## config.mk

```make
export PLATFORM = sky130hd
export DESIGN_NAME = lgle_queue
export DESIGN_NICKNAME = d
export VERILOG_FILES = /design/src/sv/lgle_queue.sv
export SDC_FILE = /design/constraint.sdc
export NUM_CORES = 1
export LEC_CHECK = 0
export ABC_AREA = 1
export BUFFER_PORTS_ARGS = -buffer_cell sky130_fd_sc_hd__buf_2
export CAP_MARGIN = 0
export CORE_UTILIZATION = 50
export CTS_BUF_LIST = sky130_fd_sc_hd__clkbuf_16
export CTS_CLUSTER_DIAMETER = 60
export DETAILED_ROUTE_END_ITERATION = 7
export GPL_ROUTABILITY_DRIVEN = 0
export PLACE_DENSITY = 0.73
export SLEW_MARGIN = 10
export SYNTH_ARGS = -nofsm -noshare
export SYNTH_HDL_FRONTEND = slang
export SYNTH_SLANG_ARGS = --single-unit
export TNS_END_PERCENT = 10
```

## constraint.sdc

```tcl
create_clock -name clk -period 1.1 [get_ports clk]
set_clock_uncertainty 0.05 [all_clocks]
set_input_delay 0.055 -clock clk [delete_from_list [all_inputs] [get_ports clk]]
set_output_delay 0.055 -clock clk [all_outputs]
set_load 0.02 [all_outputs]
```

## src/sv/lgle_queue.sv

```systemverilog
// Small first-in first-out queue between the front end and the back end.
// Depends on nothing; generic in width and depth.
`timescale 1ns / 1ps
`default_nettype none

module lgle_queue #(
    parameter int WIDTH = 8,
    parameter int DEPTH = 4
) (
    input  wire logic             clk,
    input  wire logic             rst_n,
    input  wire logic             wr_en,
    input  wire logic [WIDTH-1:0] wr_data,
    output logic                  full,
    input  wire logic             rd_en,
    output logic [WIDTH-1:0]      rd_data,
    output logic                  not_empty
);

    localparam int PW = (DEPTH > 1) ? $clog2(DEPTH) : 1;

    logic [WIDTH-1:0] mem_reg [DEPTH];
    logic [PW-1:0]    wp_reg, wp_next, rp_reg, rp_next;
    logic [PW:0]      cnt_reg, cnt_next;

    assign full      = (cnt_reg == (PW+1)'(DEPTH));
    assign not_empty = (cnt_reg != '0);
    assign rd_data   = mem_reg[rp_reg];

    always_comb
    begin
        wp_next  = wp_reg;
        rp_next  = rp_reg;
        cnt_next = cnt_reg;
        if (wr_en)
        begin
            wp_next = (wp_reg == PW'(DEPTH-1)) ? '0 : wp_reg + 1'b1;
        end
        if (rd_en)
        begin
            rp_next = (rp_reg == PW'(DEPTH-1)) ? '0 : rp_reg + 1'b1;
        end
        if (wr_en && !rd_en)
        begin
            cnt_next = cnt_reg + 1'b1;
        end
        else if (rd_en && !wr_en)
        begin
            cnt_next = cnt_reg - 1'b1;
        end
    end

    always_ff @(posedge clk or negedge rst_n)
    begin
        if (!rst_n)
        begin
            wp_reg  <= '0;
            rp_reg  <= '0;
            cnt_reg <= '0;
        end
        else
        begin
            wp_reg  <= wp_next;
            rp_reg  <= rp_next;
            cnt_reg <= cnt_next;
        end
    end

    always_ff @(posedge clk)
    begin
        if (wr_en)
        begin
            mem_reg[wp_reg] <= wr_data;
        end
    end

endmodule

`default_nettype wire

```

==> metrics.md <==
| Metric | Value |
|---|---|
| Outcome | finished, violations left |
| Failing checks | setup timing |
| Die width | 60.4 µm |
| Synth Instances | 145 |
| Vert. Die Dim | 60.4 µm |
| First-pass GRT wire length | ~5.0 mm |
| Worst Hold Class | in -> reg |
| Critical path class | reg -> out |
| IO buf count | 21 |
| Post-DP HPWL | 2.14 mm |
| Total CTS buffers | 5 |
| Max-slew violation count | 0 |
| Vias/cell | a little under 5 |
| Area Overhead vs Synth | 31.7% |
| Max FFs per register | 32 |
| Initial antenna violation count | 0 |
| Root buffer cell | clkbuf_16 |
| Period Utilization, post-route | 129% |
| Min Clock Period, post-route | around 1.4 ns |
| Max VDD drop | between 1000 and 1500 µV |
| Max cap viols | 0 |
| Vias | 1168 |
| Final Hold Viols | 0 |
| Synth warn | 0 |
| Actual slew at the worst max-slew pin | 0.198 ns |
| Worst Setup End Kind | primary output |
| PD cells | 2590 nW/µm² |
| GRT Total Usage | between 20% and 30% |
| Flops & latches, synth | 39 |
| Post-Syn Area | ~1700 µm² |
| Syn_nets | 164 |
| 1st-pass router iterations | 4 |
| Bufs on Longest Clock Path | 2 |
| Layout cells sized above 1 | 28.8% |
| CTS HTree Levels | 2 |
| Starting Density | 54.2% |
| Worst EP arrival | 1.32 ns |
| Setup WS pre-CTS | -0.222 ns |
| DR iter-0 viols | 80 |
| Setup Buffers After CTS | 0 |
| Post-route worst setup slack | -0.321 ns |
| Cell row count | 20 |
| Leak pwr | between 0.9 and 1 nW |
| CP Max Fanout | 13 |
| I/O Pins | 22 |
| Worst-path clk slew | around 0.05 ns |
| DIE AREA | ~3700 µm² |
| CP required | 1.00 ns |
| DRC Markers | 0 |
| DR WL/cell | 14.0 µm |
| Netlist cell types | 19 |
| Fin Setup TNS | -5.50 ns |
| Largest net degree at the start of global routing | 21 |
| Layout Nets | 210 |
| Total gr overflow | 0 |
| CTS tree | done |
| Sinks on Clock Net | 39 |
| # setup viols final | 45 |
| Clk_lat worst skew | 0.27 ns |
| Final wirelength | about 3.3 mm |
| Routed Antenna Nets | 0 |
| Core area | 3150 µm² |
| Fill cells | 234 |
| Fmax achieved | 704 MHz |
| Seq/Total Area, Yosys | approximately 67% |
| Max-slew headroom | 86.8% |
| Vias in the first global route | 1099 |
| N_diodes | 0 |
| CP Launch Type | register |
| RSZ-0062 raised after global routing | yes |
| Syn Area/Cell | 11.8 µm² |
==> layout make-up <==
| class | instances | area [µm²] | area share [%] |
|---|---|---|---|
| Inverter | 29 | 126 | 5.62 |
| Timing Repair Buffer | 43 | 354 | 15.7 |
| Clock inverter | 2 | 8.76 | 0.389 |
| Multi-Input combinational cell | 73 | 443 | 19.7 |
| Clock buffer | 5 | 125 | 5.56 |
| Sequential cell | 39 | 1140 | 50.6 |
| Tap cell | 44 | 55.1 | 2.45 |
==> synth_stat cells, drive strengths merged <==
library cell	count	area [µm²]
o21ai	4	20.0
clkbuf	1	13.8
a21oi	1	5.00
dfrtp	7	175
nor2	1	3.75
fa	1	20.0
edfxtp	32	961
nand2	40	150
inv	29	109
buf	3	30.0
o211ai	16	120
ha	6	75.1
nand3	1	5.00
xnor2	1	8.76
nor3	1	5.00
nand4	1	6.26
==> cell usage in the layout, fill, tap and decap left out, drive strengths merged, types with 5 or more instances in the layout <==
master        n
buf          33
clkbuf        6
clkinv        5
dfrtp         7
dlygate4sd3   9
edfxtp       32
ha            6
inv          26
nand2        40
o211ai       16
==> through the flow <==
stage | instances | total power, mW | util (%) | instance area (µm²) | hold WS (ns)
floorplan | 145 | 3.46 | - | 1710 | -0.291
global placement | 218 | 4.09 | 61.6 | 1940 | -0.154
detailed placement | 218 | 4.19 | 61.6 | 1940 | -0.146
CTS | 234 | 5.63 | 69.3 | 2190 | 0.0249
global route | 235 | 6.16 | 71.3 | 2250 | 0.0596
finish | 235 | 5.83 | 71.3 | 2250 | 0.0296
==> logic make-up (layout without fill, tap and decap cells) <==
group,Yosys count,in the layout,share of synthesized area [%]
xor+xnor,1,1,0.513
fa+ha+maj,7,7,5.57
flops,39,39,66.5
compound gates,21,21,8.50
simple gates,44,44,9.96
buf+inv,33,79,8.94
==> what timing repair did <==
item / 4_1_cts / 5_1_grt
cloned: 0 / 1
hold endpoints to repair: 39 / 0
pin swaps: 1 / 1
resized for setup: 12 / 13
setup endpoints to repair: 46 / 47
hold buffers: 9 / 0
==> worst max-delay path, stage by stage, from the launching register on <==
cell,delay [ns]
dfrtp_1,0.40
inv_4,0.11
buf_12,0.14
nand2_1,0.06
o211ai_1,0.09
nand2_1,0.08
buf_2,0.16
==> routing by layer <==
layer  vias to the layer above  track usage, %  part of all wire [%]
met4                         0            10.7                   2.4
met5                         -               0                     0
li1                        579               -                     -
met3                         8            6.40                   4.5
met2                        27            32.7                    50
met1                       554            24.1                    43
==> path summary, 6_finish.rpt <==
| path | start | endpoint | slack (ns) | cells past startpoint |
|---|---|---|---|---|
| min | rd_en | rp_reg[1] | 0.03 | 3 |
| max | rp_reg[0] | rd_data[7] | -0.32 | 6 |
| max in group asynchronous | rst_n | wp_reg[0] | 0.73 | 2 |
| min reg2reg | cnt_reg[2] | cnt_reg[2] | 0.46 | 2 |
| max reg2reg | cnt_reg[0] | cnt_reg[2] | -0.13 | 5 |
| min in group asynchronous | rst_n | cnt_reg[0] | 0.09 | 2 |
==> power by group <==
part | internal, mW | switching, mW
Combinational | 0.995 | 1.36
Sequential | 1.97 | 0.184
Clock | 0.813 | 0.507
Total | 3.78 | 2.05
Power figures use the tool's default switching activity.
